File: src/sv/cst_pkg.sv
// shared types, constants and character classes for the c subset tokenizer
`default_nettype none

package cst_pkg;

	// longest word or number before it is split
	localparam int MAX_TOKEN_LEN = 63;
	localparam int LEN_W = $clog2(MAX_TOKEN_LEN + 1);

	// result queue geometry
	localparam int FIFO_DEPTH = 4;
	localparam int PTR_W = $clog2(FIFO_DEPTH);
	localparam int CNT_W = $clog2(FIFO_DEPTH + 1);

	// result kinds
	localparam logic [2:0] K_WORD  = 3'd0;
	localparam logic [2:0] K_NUM   = 3'd1;
	localparam logic [2:0] K_PUNCT = 3'd2;
	localparam logic [2:0] K_OTHER = 3'd3;
	localparam logic [2:0] K_END   = 3'd4;
	localparam logic [2:0] K_ERROR = 3'd5;

	// error codes
	localparam logic [1:0] E_NONE    = 2'd0;
	localparam logic [1:0] E_UNTERM  = 2'd1;
	localparam logic [1:0] E_BAD_NUM = 2'd2;

	// scan modes
	typedef enum logic [6:0] {
		M_IDLE  = 7'b0000001,
		M_WORD  = 7'b0000010,
		M_NUM   = 7'b0000100,
		M_OPS   = 7'b0001000,
		M_LINE  = 7'b0010000,
		M_BLOCK = 7'b0100000,
		M_ERR   = 7'b1000000
	} mode_t;

	// one result entry
	typedef struct packed {
		logic [2:0] kind;
		logic [7:0] text;
		logic       tend;
		logic [1:0] err;
		logic       last;
	} res_t;

	function automatic logic is_alpha(input logic [7:0] c);
		return (c inside {[8'h61:8'h7a], [8'h41:8'h5a], 8'h5f});
	endfunction

	function automatic logic is_digit(input logic [7:0] c);
		return (c inside {[8'h30:8'h39]});
	endfunction

	function automatic logic is_space(input logic [7:0] c);
		return (c inside {8'h20, 8'h09, 8'h0a, 8'h0d});
	endfunction

	// / = ! < > & |
	function automatic logic is_opstart(input logic [7:0] c);
		return (c inside {8'h2f, 8'h3d, 8'h21, 8'h3c, 8'h3e, 8'h26, 8'h7c});
	endfunction

	// + - * % ( ) { } ; ,
	function automatic logic is_single(input logic [7:0] c);
		return (c inside {8'h2b, 8'h2d, 8'h2a, 8'h25, 8'h28, 8'h29,
			8'h7b, 8'h7d, 8'h3b, 8'h2c});
	endfunction

	// == != <= >= && ||
	function automatic logic two_char(input logic [7:0] p, input logic [7:0] c);
		return ((c == 8'h3d) && (p inside {8'h3d, 8'h21, 8'h3c, 8'h3e})) ||
			((p == 8'h26) && (c == 8'h26)) || ((p == 8'h7c) && (c == 8'h7c));
	endfunction

	function automatic res_t mk_res(input logic [2:0] kind, input logic [7:0] text,
		input logic tend, input logic [1:0] err);
		res_t r;
		r.kind = kind;
		r.text = text;
		r.tend = tend;
		r.err  = err;
		r.last = 1'b0;
		return r;
	endfunction

	// a lone operator start: & and | count as other characters
	function automatic res_t lone_res(input logic [7:0] p);
		return mk_res(((p == 8'h26) || (p == 8'h7c)) ? K_OTHER : K_PUNCT, p, 1'b1, E_NONE);
	endfunction

endpackage

`default_nettype wire

File: src/sv/c_subset_tokenizer_top.sv
// c subset tokenizer: scan state, per-byte decision logic and result queue
// The results of a request are written into the result queue as the request is accepted.
// Throughput: one request per cycle while each request yields at most one result and out_ready stays high;
// a request that yields two results puts both into the queue, which the single result port offers one at a time.
// The four-entry result queue sets this: in_ready is high while it has room for two.
// Reset (arst_n low, asynchronous): scan state idle, nothing held, queue empty.
`default_nettype none

module c_subset_tokenizer_top
	import cst_pkg::*;
(
	input  wire logic       clk,
	input  wire logic       arst_n,
	input  wire logic       in_valid,
	output logic            in_ready,
	input  wire logic [7:0] ch,
	input  wire logic       end_of_input,
	output logic            out_valid,
	input  wire logic       out_ready,
	output logic [2:0]      kind,
	output logic [7:0]      text_byte,
	output logic            token_end,
	output logic [1:0]      error_code,
	output logic            last
);

	mode_t            mode_q, mode_d;
	logic [7:0]       pend_byte_q, pend_byte_d;
	logic             pend_valid_q, pend_valid_d;
	logic [LEN_W-1:0] len_q, len_d;

	mode_t            st_mode;
	logic [7:0]       st_byte;
	logic             st_valid;
	logic [LEN_W-1:0] st_len;
	logic             st_emit;
	res_t             st_res;

	res_t       r0, r1, r0_l, r1_l;
	logic [1:0] res_n;
	logic [1:0] push_n;
	logic       in_fire, pop;
	logic       len_room;

	res_t             fifo_q [FIFO_DEPTH];
	logic [PTR_W-1:0] wr_ptr_q, rd_ptr_q;
	logic [CNT_W-1:0] count_q;

	assign in_ready = (count_q <= CNT_W'(FIFO_DEPTH - 2));
	assign in_fire  = in_valid && in_ready;
	assign len_room = (len_q < LEN_W'(MAX_TOKEN_LEN));

	// fresh token start from the current byte
	always_comb begin
		st_mode  = M_IDLE;
		st_byte  = 8'h00;
		st_valid = 1'b0;
		st_len   = '0;
		st_emit  = 1'b0;
		st_res   = mk_res(K_OTHER, ch, 1'b1, E_NONE);
		if (is_space(ch)) begin
			st_mode = M_IDLE;
		end else if (is_alpha(ch)) begin
			st_mode  = M_WORD;
			st_byte  = ch;
			st_valid = 1'b1;
			st_len   = LEN_W'(1);
		end else if (is_digit(ch)) begin
			st_mode  = M_NUM;
			st_byte  = ch;
			st_valid = 1'b1;
			st_len   = LEN_W'(1);
		end else if (is_opstart(ch)) begin
			st_mode  = M_OPS;
			st_byte  = ch;
			st_valid = 1'b1;
		end else if (is_single(ch)) begin
			st_emit = 1'b1;
			st_res  = mk_res(K_PUNCT, ch, 1'b1, E_NONE);
		end else begin
			st_emit = 1'b1;
		end
	end

	// next state and results for one request
	always_comb begin
		mode_d       = mode_q;
		pend_byte_d  = pend_byte_q;
		pend_valid_d = pend_valid_q;
		len_d        = len_q;
		r0           = mk_res(K_END, 8'h00, 1'b1, E_NONE);
		r1           = mk_res(K_END, 8'h00, 1'b1, E_NONE);
		res_n        = 2'd0;
		if (end_of_input) begin
			mode_d       = M_IDLE;
			pend_byte_d  = 8'h00;
			pend_valid_d = 1'b0;
			len_d        = '0;
			case (mode_q)
				M_WORD: begin
					r0    = mk_res(K_WORD, pend_byte_q, 1'b1, E_NONE);
					res_n = 2'd2;
				end
				M_NUM: begin
					r0    = mk_res(K_NUM, pend_byte_q, 1'b1, E_NONE);
					res_n = 2'd2;
				end
				M_OPS: begin
					r0    = lone_res(pend_byte_q);
					res_n = 2'd2;
				end
				M_BLOCK: begin
					r0    = mk_res(K_ERROR, 8'h00, 1'b1, E_UNTERM);
					res_n = 2'd1;
				end
				M_ERR: begin
					res_n = 2'd0;
				end
				default: begin
					res_n = 2'd1;
				end
			endcase
		end else begin
			case (mode_q)
				M_WORD: begin
					if ((is_alpha(ch) || is_digit(ch)) && len_room) begin
						r0          = mk_res(K_WORD, pend_byte_q, 1'b0, E_NONE);
						res_n       = 2'd1;
						pend_byte_d = ch;
						len_d       = len_q + LEN_W'(1);
					end else begin
						r0           = mk_res(K_WORD, pend_byte_q, 1'b1, E_NONE);
						r1           = st_res;
						res_n        = st_emit ? 2'd2 : 2'd1;
						mode_d       = st_mode;
						pend_byte_d  = st_byte;
						pend_valid_d = st_valid;
						len_d        = st_len;
					end
				end
				M_NUM: begin
					if (is_digit(ch) && len_room) begin
						r0          = mk_res(K_NUM, pend_byte_q, 1'b0, E_NONE);
						res_n       = 2'd1;
						pend_byte_d = ch;
						len_d       = len_q + LEN_W'(1);
					end else if (is_alpha(ch)) begin
						r0           = mk_res(K_ERROR, 8'h00, 1'b1, E_BAD_NUM);
						res_n        = 2'd1;
						mode_d       = M_ERR;
						pend_byte_d  = 8'h00;
						pend_valid_d = 1'b0;
						len_d        = '0;
					end else begin
						r0           = mk_res(K_NUM, pend_byte_q, 1'b1, E_NONE);
						r1           = st_res;
						res_n        = st_emit ? 2'd2 : 2'd1;
						mode_d       = st_mode;
						pend_byte_d  = st_byte;
						pend_valid_d = st_valid;
						len_d        = st_len;
					end
				end
				M_OPS: begin
					pend_byte_d  = 8'h00;
					pend_valid_d = 1'b0;
					len_d        = '0;
					if (two_char(pend_byte_q, ch)) begin
						r0     = mk_res(K_PUNCT, pend_byte_q, 1'b0, E_NONE);
						r1     = mk_res(K_PUNCT, ch, 1'b1, E_NONE);
						res_n  = 2'd2;
						mode_d = M_IDLE;
					end else if ((pend_byte_q == 8'h2f) && (ch == 8'h2f)) begin
						mode_d = M_LINE;
					end else if ((pend_byte_q == 8'h2f) && (ch == 8'h2a)) begin
						mode_d = M_BLOCK;
					end else begin
						r0           = lone_res(pend_byte_q);
						r1           = st_res;
						res_n        = st_emit ? 2'd2 : 2'd1;
						mode_d       = st_mode;
						pend_byte_d  = st_byte;
						pend_valid_d = st_valid;
						len_d        = st_len;
					end
				end
				M_LINE: begin
					if (ch == 8'h0a) begin
						mode_d = M_IDLE;
					end
				end
				M_BLOCK: begin
					// pending marks a star just seen
					if (pend_valid_q && (ch == 8'h2f)) begin
						mode_d       = M_IDLE;
						pend_byte_d  = 8'h00;
						pend_valid_d = 1'b0;
						len_d        = '0;
					end else if (ch == 8'h2a) begin
						pend_byte_d  = 8'h2a;
						pend_valid_d = 1'b1;
					end else begin
						pend_byte_d  = 8'h00;
						pend_valid_d = 1'b0;
					end
				end
				M_ERR: begin
					res_n = 2'd0;
				end
				default: begin
					r0           = st_res;
					res_n        = st_emit ? 2'd1 : 2'd0;
					mode_d       = st_mode;
					pend_byte_d  = st_byte;
					pend_valid_d = st_valid;
					len_d        = st_len;
				end
			endcase
		end
	end

	// mark the final result of the request
	always_comb begin
		r0_l      = r0;
		r1_l      = r1;
		r0_l.last = (res_n == 2'd1);
		r1_l.last = 1'b1;
	end

	assign push_n = in_fire ? res_n : 2'd0;

	// scan state registers
	always_ff @(posedge clk or negedge arst_n) begin
		if (!arst_n) begin
			mode_q       <= M_IDLE;
			pend_byte_q  <= 8'h00;
			pend_valid_q <= 1'b0;
			len_q        <= '0;
		end else if (in_fire) begin
			mode_q       <= mode_d;
			pend_byte_q  <= pend_byte_d;
			pend_valid_q <= pend_valid_d;
			len_q        <= len_d;
		end
	end

	// result queue storage
	always_ff @(posedge clk) begin
		if (push_n != 2'd0) begin
			fifo_q[wr_ptr_q] <= r0_l;
		end
		if (push_n == 2'd2) begin
			fifo_q[wr_ptr_q + PTR_W'(1)] <= r1_l;
		end
	end

	// result queue pointers and fill count
	always_ff @(posedge clk or negedge arst_n) begin
		if (!arst_n) begin
			wr_ptr_q <= '0;
			rd_ptr_q <= '0;
			count_q  <= '0;
		end else begin
			wr_ptr_q <= wr_ptr_q + PTR_W'(push_n);
			if (pop) begin
				rd_ptr_q <= rd_ptr_q + PTR_W'(1);
			end
			count_q <= count_q + CNT_W'(push_n) - CNT_W'(pop);
		end
	end

	assign out_valid  = (count_q != '0);
	assign pop        = out_valid && out_ready;
	assign kind       = fifo_q[rd_ptr_q].kind;
	assign text_byte  = fifo_q[rd_ptr_q].text;
	assign token_end  = fifo_q[rd_ptr_q].tend;
	assign error_code = fifo_q[rd_ptr_q].err;
	assign last       = fifo_q[rd_ptr_q].last;

	// queue never overfills
	a_count_bound: assert property (@(posedge clk) disable iff (!arst_n)
		count_q <= CNT_W'(FIFO_DEPTH))
		else $error("result queue overfilled");

	// fill count follows pushes and pops
	a_count_track: assert property (@(posedge clk) disable iff (!arst_n)
		1'b1 |=> (count_q == $past(count_q) + CNT_W'($past(push_n)) - CNT_W'($past(pop))))
		else $error("result queue count mismatch");

	// end of input always returns to idle with nothing held
	a_eoi_idle: assert property (@(posedge clk) disable iff (!arst_n)
		(in_fire && end_of_input) |=> (mode_q == M_IDLE && !pend_valid_q && len_q == '0))
		else $error("end of input did not return to idle");

	// bytes in error drop produce no results
	a_err_silent: assert property (@(posedge clk) disable iff (!arst_n)
		(in_fire && mode_q == M_ERR) |-> (push_n == 2'd0))
		else $error("result produced during error drop");

	// token length stays within the split limit
	a_len_bound: assert property (@(posedge clk) disable iff (!arst_n)
		len_q <= LEN_W'(MAX_TOKEN_LEN))
		else $error("token length beyond limit");

endmodule

`default_nettype wire
File: config.mk
export PLATFORM = sky130hd
export DESIGN_NAME = c_subset_tokenizer_top
export DESIGN_NICKNAME = d
export VERILOG_FILES = /design/src/sv/cst_pkg.sv /design/src/sv/c_subset_tokenizer_top.sv
export SDC_FILE = /design/constraint.sdc
export NUM_CORES = 1
export LEC_CHECK = 0
export BUFFER_PORTS_ARGS = -buffer_cell sky130_fd_sc_hd__buf_2
export CORE_ASPECT_RATIO = 1.4
export CORE_MARGIN = 5
export CORE_UTILIZATION = 56
export DETAILED_ROUTE_END_ITERATION = 8
export PLACE_DENSITY_LB_ADDON = 0.1
export SYNTH_ARGS = -nofsm -noshare
export SYNTH_HDL_FRONTEND = slang
export SYNTH_SLANG_ARGS = --single-unit
File: constraint.sdc
create_clock -name clk -period 3 [get_ports clk]
set_input_delay 0.15 -clock clk [delete_from_list [all_inputs] [get_ports clk]]
set_output_delay 0.15 -clock clk [all_outputs]
set_load 0.05 [all_outputs]
==> out/metrics.cfg, run 1 <==
[global_route]
track_usage = 0.2606
grt_pass1_wl_mm = 23.74
met1_usage = 0.3019
antenna_found_initial = 0
grt_pass1_vias = 4644
grt.met3_usage = 0.03673
grt_max_degree = 41
grt.busiest_layer = met2
grt.overflow.total = 0
met2_usage = 0.4680

[setup_path]
slowest_stage = or4_4
r2r_setup_slack_ns = 0.007
max_stage_delay_ns = 0.56
path_max_fanout = 3
cp-start-kind = flip-flop
required_ns = 3.22
crit_chain = or4_4 -> or4b_4 -> a31oi_4 -> o21a_1 -> o21ai_2 -> ha_1 -> fa_2 -> xor2_2 -> xnor2_1
path_class = reg -> reg
crit_arrival_ns = 3.22
endpoint_kind = flip-flop
cp.buffers_inverters = 0
crit_family = simple AND/OR/NAND/NOR gates

[clocking]
root_buffer = clkbuf_16
cts.clk_slew.worst_paths_ns = 0.06
cts_buffer_depth = 2
insertion_delay_ns = 0.34
htreeDepth = 3
cts_tree = built
numCtsBuffers = 9
numClockSinks = 89

[finish]
design_area_um2 = 6461
drive_above_1_share = 0.2936
antennaDiodeCount = 0
fill_cells = 736
syn_to_final_growth_pct = 19.07
nNetsFinal = 610

[run]
drv_cap = 0

[synth]
ys_dominant_reg_cell = edfxtp_1
synth_area_um2 = 5426
ys_seq_area_frac = 0.4365
ys_types = 79
async_flop_share = 0.3258
syn-num-nets = 539
ys_seq_elements = 89
yosysWarnings = 0
syn_area_per_cell_um2 = 10.44
synth_edf_count = 44
netlist_instances = 520

[sta]
hold_viol = 0
setup_viol = 0
drv_slew = 0
setup_tns_ns = 0
finClkSkew_ns = 0.01017
rsz0062_at_grt = true
fin_crit_sh = 0.9978
worst_pin_slew_ns = 0.9847
fin_crit_ns = 2.993
max_freq_mhz = 334.1
slew_headroom = 0.3385

[die]
start_util = 0.5737
rows = 42
io_pins = 30
core_area_um2 = 9459
die-area_um2 = 11790
die_y_um = 126.5
die_w_um = 93.20

[route]
drc = 0
drt_pass1_iterations = 5
wl_per_cell_um = 21.26
drt-total-wl_mm = 15.01
antenna_left = 0
num_vias = 4722
drt_iter0_drc = 268
viasPerCell = 6.688

[hold_path]
hp-class = in -> reg

[place]
dp_hpwl_mm = 11.09
place_area_um2 = 6115
port_buffers = 29
gp_congestion = 0.9131

[pwr]
power_leakage_nw = 2.523
ir_worst_vdd_mv = 0.3592
p_per_area_nw_per_um2 = 736.5
total_power_mw = 4.759

[run_status]
status = finished clean

what timing repair did:
item,CTS,global route
hold endpoints to repair,28,0
resized for setup,4,7
buffers inserted,1,0
setup endpoints to repair,23,101
pin swaps,2,1
hold buffers,1,0
stage by stage:
step                      setup slack (ns)    util  hold slack [ns]  std cells
after floorplan                    -0.1107       -          -0.1456        520
after global placement            -0.03859  0.6464           0.2145        688
after detailed placement          -0.08870  0.6464           0.2285        688
after CTS                         0.005026  0.6791           0.1207        706
after global routing              -0.07469  0.6831           0.1640        706
final                             0.006690  0.6831           0.1344        706
synthesized netlist by cell type, types with 4 or more instances:
cell | number | area (µm²)
nand2_1 | 52 | 195.2
edfxtp_1 | 44 | 1321
o21ai_0 | 33 | 165.2
a32o_1 | 32 | 320.3
dfrtp_1 | 28 | 700.7
nor2_1 | 25 | 93.84
a21oi_1 | 22 | 110.1
clkbuf_1 | 19 | 71.32
dfxtp_1 | 16 | 320.3
nand3_1 | 16 | 80.08
mux4_2 | 15 | 337.8
nor3_1 | 13 | 65.06
buf_2 | 12 | 60.06
o22ai_1 | 11 | 68.82
a22o_1 | 9 | 78.83
o211ai_1 | 9 | 67.56
o21ai_1 | 9 | 45.04
inv_1 | 8 | 30.03
mux2_2 | 8 | 90.09
nand2b_1 | 7 | 43.79
xnor2_1 | 7 | 61.31
a211oi_1 | 6 | 45.04
and3_1 | 6 | 37.54
xor2_1 | 6 | 52.55
and2_1 | 5 | 31.28
ha_1 | 5 | 62.56
nor4_1 | 5 | 31.28
nor4b_1 | 5 | 43.79
or3_1 | 5 | 31.28
a31oi_1 | 4 | 25.02
nor3b_1 | 4 | 30.03
worst register-to-register path, delay by kind of cell (launching register included):
family / cells / cell delay [ns]
flip-flops: 1 / 0.37
AO/OA/AOI/OAI: 3 / 0.47
adder cells (fa/ha/maj): 2 / 0.67
AND/OR/NAND/NOR: 2 / 1.08
XOR/XNOR: 2 / 0.28
area by class of cell:
class,instances,area (µm²),share of cell area
tap,110,137.6,0.02130
clock buffer,10,239.0,0.03699
multi-input combinational,384,2912,0.4506
timing repair buffer,99,735.7,0.1139
sequential,89,2369,0.3666
clock inverter,6,38.79,0.006003
inverter,8,30.03,0.004648
report_power, final:
| part | internal (mW) | leakage (nW) | switching, mW |
|---|---|---|---|
| Sequential | 1.50 | 0.931 | 0.196 |
| Clock | 0.584 | 0.137 | 0.472 |
| Combinational | 0.772 | 1.46 | 1.23 |
| Total | 2.86 | 2.52 | 1.90 |
sequential cells by signal, indices dropped and copies added (netlist names):
| name | cells |
|---|---|
| mode_q | 7 |
| rd_ptr_q | 2 |
| len_q | 6 |
| fifo_q | 60 |
| wr_ptr_q | 2 |
| count_q | 3 |
| pend_valid_q | 1 |
| pend_byte_q | 8 |
path summary, 6_finish.rpt:
| path | startpoint | end | cells after the start |
|---|---|---|---|
| setup / recovery | mode_q[5]$_DFFE_PN0P_ | count_q[2]$_DFF_PN0_ | 9 |
| hold / removal | ch[5] | pend_byte_q[5]$_DFFE_PN0P_ | 3 |
| setup reg to reg | mode_q[5]$_DFFE_PN0P_ | count_q[2]$_DFF_PN0_ | 9 |
| hold reg to reg | fifo_q[3][3]$_SDFFE_PP1N_ | fifo_q[3][3]$_SDFFE_PP1N_ | 2 |
| max in group asynchronous | arst_n | pend_byte_q[1]$_DFFE_PN0P_ | 2 |
| min in group asynchronous | arst_n | count_q[1]$_DFF_PN0_ | 2 |
cell usage in the layout (no fill, tap or decap), drive strengths merged, types with 4 or more instances in the layout:
cell	netlist	final
nand2b	8	8
a31oi	5	5
and2	5	5
buf	20	98
inv	8	10
nand3	16	16
nor2	28	28
o22ai	11	11
edfxtp	44	44
ha	5	5
a22o	10	10
xor2	6	6
mux4	15	15
nor3	15	15
nor3b	5	5
o211ai	10	10
a211oi	7	7
o21ai	44	44
and3	7	7
nor4b	7	7
dfrtp	28	28
a32o	32	32
a21oi	22	22
dfxtp	16	16
or3	6	6
o211a	4	4
clkbuf	19	10
nand2	52	52
nor4	5	5
mux2	8	8
xnor2	7	7
metal layers:
layer / up-vias / wire, µm
li1: 2172 / -
met1: 2306 / 5696
met2: 199 / 7847
met3: 45 / 855
met4: 0 / 613
met5: - / 0
cells by family after synthesis:
group | synth area share
mux | 0.08439
compound gates | 0.2188
buf+inv | 0.04150
fa+ha+maj | 0.01706
xor+xnor | 0.02098
simple gates | 0.1808
flops | 0.4365
(Power assumes the default switching activity.)
==> run 2, diff against run 1 <==
PLACE_DENSITY = 0.77   (was not set)
PLACE_DENSITY_LB_ADDON = not set   (was 0.1)
==> run 2 against run 1 <==
Compared with the run above: cell count fell by 0.99%; fmax fell by 0.14%; global-route usage is 0.71 points lower; cell area down 0.77%; total power grew 0.39%; clock power about the same; register-to-register slack barely moved; largest power group unchanged; highest routed layer unchanged.
==> out/metrics.cfg, run 2 (same netlist as run 1, synthesis figures left out) <==
[sta]
rsz0062_at_grt = true
setup_viol = 0
finClkSkew_ns = 0.009187
fin_crit_ns = 2.997
fin_ws_ns = 0.002521
slew_headroom = 0.3895
max_freq_mhz = 333.6
worst_pin_slew_ns = 0.9088
fin_crit_sh = 0.9992
drv_slew = 0
hold_viol = 0

[setup_path]
crit_family = simple AND/OR/NAND/NOR gates
crit_chain = or4_4 -> or4b_4 -> a31oi_4 -> o21a_1 -> o21ai_2 -> ha_4 -> fa_2 -> xor2_2 -> xnor2_1
cp-start-kind = flip-flop
required_ns = 3.22
path_max_fanout = 3
slowest_stage = or4_4
endpoint_kind = flip-flop
path_class = reg -> reg
cp.buffers_inverters = 0
max_stage_delay_ns = 0.57
crit_arrival_ns = 3.22

[route]
drt-total-wl_mm = 14.42
viasPerCell = 6.763
num_vias = 4727
drt_pass1_iterations = 6
drt_iter0_drc = 402
wl_per_cell_um = 20.63
antenna_left = 0
drc = 0

[place]
dp_hpwl_mm = 10.46
gp_congestion = 0.9594
port_buffers = 29
pre_cts_slack_ns = -0.04002

[finish]
reg.largest.list = fifo_q: 60 flops, pend_byte_q: 8 flops, mode_q: 7 flops
fin_util = 0.6778
largest_register = fifo_q
largest_reg_flops = 60
antennaDiodeCount = 0
fill_cells = 734
drive_above_1_share = 0.2937
layout_common_cells = 61 x buf_4, 52 x nand2_1, 44 x edfxtp_1
layout_commonest_cell = buf_4
final-seq-area_um2 = 2369
multiInputGateArea_um2 = 2960
nNetsFinal = 603
syn_to_final_growth_pct = 18.15

[run]
drv_cap = 0

[global_route]
grt_pass1_wl_mm = 23.61
grt_pass1_vias = 4666
grt_max_degree = 41
antenna_found_initial = 0
track_usage = 0.2535
grt.overflow.total = 0

[die]
core_area_um2 = 9459
io_pins = 30
die_w_um = 93.20
die_y_um = 126.5
die-area_um2 = 11790
start_util = 0.5737
rows = 42

[clocking]
htreeDepth = 3
numCtsBuffers = 9
cts.clk_slew.worst_paths_ns = 0.06
cts_tree = built
root_buffer = clkbuf_16
cts_buffer_depth = 2
insertion_delay_ns = 0.35
numClockSinks = 89

[pwr]
p_per_area_nw_per_um2 = 745.1
ir_worst_vdd_mv = 0.4486
power_leakage_nw = 2.482

[run_status]
status = finished clean

[hold_path]
hp-class = in -> reg

-- run 2: cell type report --
| type | count | share of cell area |
|---|---|---|
| Inverter | 8 | 0.004684 |
| Timing Repair Buffer | 92 | 0.09875 |
| Multi-Input combinational cell | 384 | 0.4617 |
| Tap cell | 110 | 0.02147 |
| Clock inverter | 5 | 0.006050 |
| Clock buffer | 11 | 0.03786 |
| Sequential cell | 89 | 0.3694 |
-- run 2: what timing repair did --
action,CTS,global route
hold buffers,1,0
pin swaps,2,3
buffers inserted,1,2
hold endpoints to repair,28,0
gates resized for setup,3,16
endpoints found under the setup margin,11,101
-- run 2: stage by stage --
stage / instances / instance area, µm² / hold slack (ns) / TNS [ns] / total power, mW
3_3_place_gp: 679 / 5997 / 0.2073 / 0 / 3.586
4_1_cts: 697 / 6317 / 0.1410 / 0 / 4.729
5_1_grt: 699 / 6411 / 0.1675 / -0.7708 / 5.023
3_5_place_dp: 679 / 5997 / 0.2309 / -0.2245 / 3.633
2_1_floorplan: 520 / 5450 / -0.1456 / -0.1591 / 3.115
6_report: 699 / 6411 / 0.1590 / 0 / 4.777
-- run 2: worst register-to-register path, cell delays in order, from the launching register on --
cell and delay [ns]:
dfrtp_1 0.40, or4_4 0.57, or4b_4 0.52, a31oi_4 0.19, o21a_1 0.18, o21ai_2 0.08, ha_4 0.23, fa_2 0.37
xor2_2 0.19, xnor2_1 0.13
-- run 2: worst paths after layout --
check | to | startpoint | slack (ns) | depth (start not counted)
worst max-delay path | count_q[2]$_DFF_PN0_ | mode_q[5]$_DFFE_PN0P_ | 0.003 | 9
worst min-delay path | pend_byte_q[1]$_DFFE_PN0P_ | ch[1] | 0.16 | 3
worst max register to register | count_q[2]$_DFF_PN0_ | mode_q[5]$_DFFE_PN0P_ | 0.003 | 9
worst min register to register | fifo_q[2][1]$_SDFFE_PP0N_ | fifo_q[2][1]$_SDFFE_PP0N_ | 0.47 | 2
max in group asynchronous | pend_byte_q[0]$_DFFE_PN0P_ | arst_n | 2.19 | 2
min in group asynchronous | mode_q[5]$_DFFE_PN0P_ | arst_n | 0.37 | 2
-- run 2: report_power, final --
part / internal [mW] / switching [mW]
Sequential: 1.50 / 0.214
Combinational: 0.771 / 1.23
Clock: 0.588 / 0.475
Total: 2.86 / 1.92
-- run 2: per-layer routing --
metal,track usage,up-vias,part of all wire
met3,0.04562,48,0.074
met2,0.4497,244,0.53
li1,-,2162,-
met1,0.3046,2273,0.36
met5,0,-,0
met4,0.09405,0,0.029
==> run 3, diff against run 2 <==
ABC_AREA = 1   (was not set)
==> run 3 against run 2 <==
Compared with the run above: synthesized cell count up 34%; global-route usage up 1.9 points; register-to-register slack better by 0.13 ns; highest routed layer unchanged; critical path depth up 6; combinational power up 20%; non-clock buffer count down 43; first-iteration DRC count down 16%; largest cell class unchanged.
==> out/metrics.cfg, run 3 <==
[run_status]
status = finished clean

[finish]
multiInputGateArea_um2 = 2974
final-seq-area_um2 = 2369
largest_reg_flops = 60
layout_common_cells = 109 x nand2_1, 81 x nor2_1, 64 x inv_1
largest_register = fifo_q
nNetsFinal = 754
layout_commonest_cell = nand2_1
syn_to_final_growth_pct = 10.93
reg.largest.list = fifo_q: 60 flops, pend_byte_q: 8 flops, mode_q: 7 flops
drive_above_1_share = 0.2514
fill_cells = 888
design_area_um2 = 6474
antennaDiodeCount = 0

[setup_path]
cp-start-kind = flip-flop
path_class = reg -> reg
path_max_fanout = 24
r2r_setup_slack_ns = 0.13
r2r-start = mode_q[3]$_DFFE_PN0P_
ff2ff_path_depth = 15
required_ns = 3.04
rr_endpoint = fifo_q[3][12]$_DFFE_PP_
endpoint_kind = flip-flop
crit_arrival_ns = 2.91

[die]
die_w_um = 96.28
io_pins = 30
die-area_um2 = 12590
core_area_um2 = 10290
start_util = 0.5668
rows = 44
die_y_um = 130.8

[route]
wl_per_cell_um = 18.47
drc = 0
num_vias = 5193
antenna_left = 0
drt-total-wl_mm = 16.22
viasPerCell = 5.915
drt_pass1_iterations = 6
drt_iter0_drc = 338

[sta]
max_freq_mhz = 348.9
worst_pin_slew_ns = 0.8952
setup_viol = 0
fin_crit_ns = 2.866
finClkSkew_ns = 0.01199
drv_slew = 0
setup_tns_ns = 0
fin_crit_sh = 0.9554
slew_headroom = 0.4026
hold_viol = 0

[synth]
ys_seq_elements = 89
synth_top_family_by_area = simple AND/OR/NAND/NOR gates
ys_dominant_reg_cell = edfxtp_1
synth_most_common_cell = nand2_1
yosysWarnings = 0
synth_area_um2 = 5836
ys_types = 54
synthXorXnorAreaFrac = 0.01501
yosys.area.top_type = edfxtp_1
synthSimpleGateAreaFrac = 0.2905
synth_compound_area_frac = 0.1872
syn-num-nets = 717
synth_mux_area_frac = 0
ys_seq_area_frac = 0.4059
yosys-top-cells-area = edfxtp_1 23%, dfrtp_1 12%, nand2_1 7.0%
netlist_instances = 698
synth_edf_count = 44
syn_area_per_cell_um2 = 8.360
synth_top_area_frac = 0.2264
synth_commonest_cells = 109 x nand2_1, 81 x nor2_1, 64 x inv_1, 63 x o21ai_0, 60 x nand3_1
synthAdderAreaFrac = 0.01415
async_flop_share = 0.3258

[global_route]
grt.overflow.total = 0
antenna_found_initial = 0
grt_pass1_vias = 5230
grt_max_degree = 32
grt_pass1_wl_mm = 26.11
track_usage = 0.2722

[hold_path]
hold_depth = 3
min-delay-start = ch[4]
min_to = pend_byte_q[4]$_DFFE_PN0P_
hp-class = in -> reg

[place]
dp_hpwl_mm = 12.09
place_area_um2 = 6121
gp_congestion = 1.013
port_buffers = 29

[clocking]
insertion_delay_ns = 0.35
root_buffer = clkbuf_16
numCtsBuffers = 9
cts_tree = built
numClockSinks = 89
htreeDepth = 3
cts_buffer_depth = 2
cts.clk_slew.worst_paths_ns = 0.07

[run]
drv_cap = 0

[pwr]
ir_worst_vdd_mv = 0.3218
p_per_area_nw_per_um2 = 830.8
power_leakage_nw = 2.788

run 3: cell types whose count changed in the layout (fill, tap and decap cells not counted), sizes merged, moves of 37 or more:
cell   previous run  this run
o22ai            11        48
inv               9        84
nand3            16        68
nand2            52       148
nor2             28       102
buf              91        48
run 3: kinds of logic (layout without fill, tap and decap cells):
kind of cell    count (synthesis)  count (layout)
simple gates                  330             330
compound gates                156             156
buf+inv                       107             149
flops                          89              89
xor+xnor                       10              10
fa+ha+maj                       6               6
run 3: stage by stage:
step	hold slack [ns]	worst slack, ns	total power, mW	util	cells
floorplan	-0.1456	0.4202	3.503	-	698
global placement	0.2150	0.2711	4.044	0.5946	861
finish	0.1720	0.1339	5.378	0.6288	878
global route	0.1836	-0.001043	5.634	0.6288	878
detailed placement	0.2171	0.2124	4.113	0.5946	861
CTS	0.1584	0.1986	5.366	0.6272	878
run 3: report_power, final:
| part | total [mW] | switching, mW | internal [mW] |
|---|---|---|---|
| Combinational | 2.40 | 1.77 | 0.628 |
| Sequential | 1.72 | 0.169 | 1.55 |
| Clock | 1.26 | 0.518 | 0.741 |
| Total | 5.38 | 2.46 | 2.92 |
run 3: cell type report:
type | count | area share
Clock buffer | 9 | 0.03479
Clock inverter | 7 | 0.01566
Inverter | 84 | 0.05160
Multi-Input combinational cell | 502 | 0.4594
Sequential cell | 89 | 0.3659
Tap cell | 138 | 0.02667
Timing Repair Buffer | 49 | 0.04600
run 3: timing repair:
item / CTS / global route
endpoints found under the hold margin: 28 / 0
setup buffers: 0 / 0
gates resized for setup: 0 / 2
hold buffers: 1 / 0
setup endpoints to repair: 0 / 4
run 3: layer usage:
metal,track usage,wire (µm)
met1,0.3017,5844
met2,0.4827,8406
met3,0.04868,1150
met4,0.1533,814
met5,0,0
run 3: worst max-delay path by stage:
| stage | from | cells after the start | end |
|---|---|---|---|
| after floorplan | mode_q[5]$_DFFE_PN0P_ | 14 | count_q[2]$_DFF_PN0_ |
| after global placement | len_q[0]$_DFFE_PN0P_ | 15 | fifo_q[0][12]$_DFFE_PP_ |
| after detailed placement | len_q[0]$_DFFE_PN0P_ | 15 | fifo_q[3][7]$_DFFE_PP_ |
| after CTS | len_q[0]$_DFFE_PN0P_ | 15 | fifo_q[3][12]$_DFFE_PP_ |
| after global routing | mode_q[3]$_DFFE_PN0P_ | 18 | count_q[2]$_DFF_PN0_ |
| final | mode_q[3]$_DFFE_PN0P_ | 15 | fifo_q[3][12]$_DFFE_PP_ |
run 3: critical path: stages, from the launching register on:
cell     delay [ns]
dfrtp_1        0.42
inv_2          0.11
nand2_1        0.08
nor3_1         0.18
nand2_1        0.23
nand3_4        0.17
nor2_4         0.07
nor2_8         0.15
nand3_2        0.10
nand2_2        0.09
nand2_4        0.05
buf_4          0.19
nand2_8        0.18
nand2_4        0.20
nand2_1        0.11
buf_4          0.23
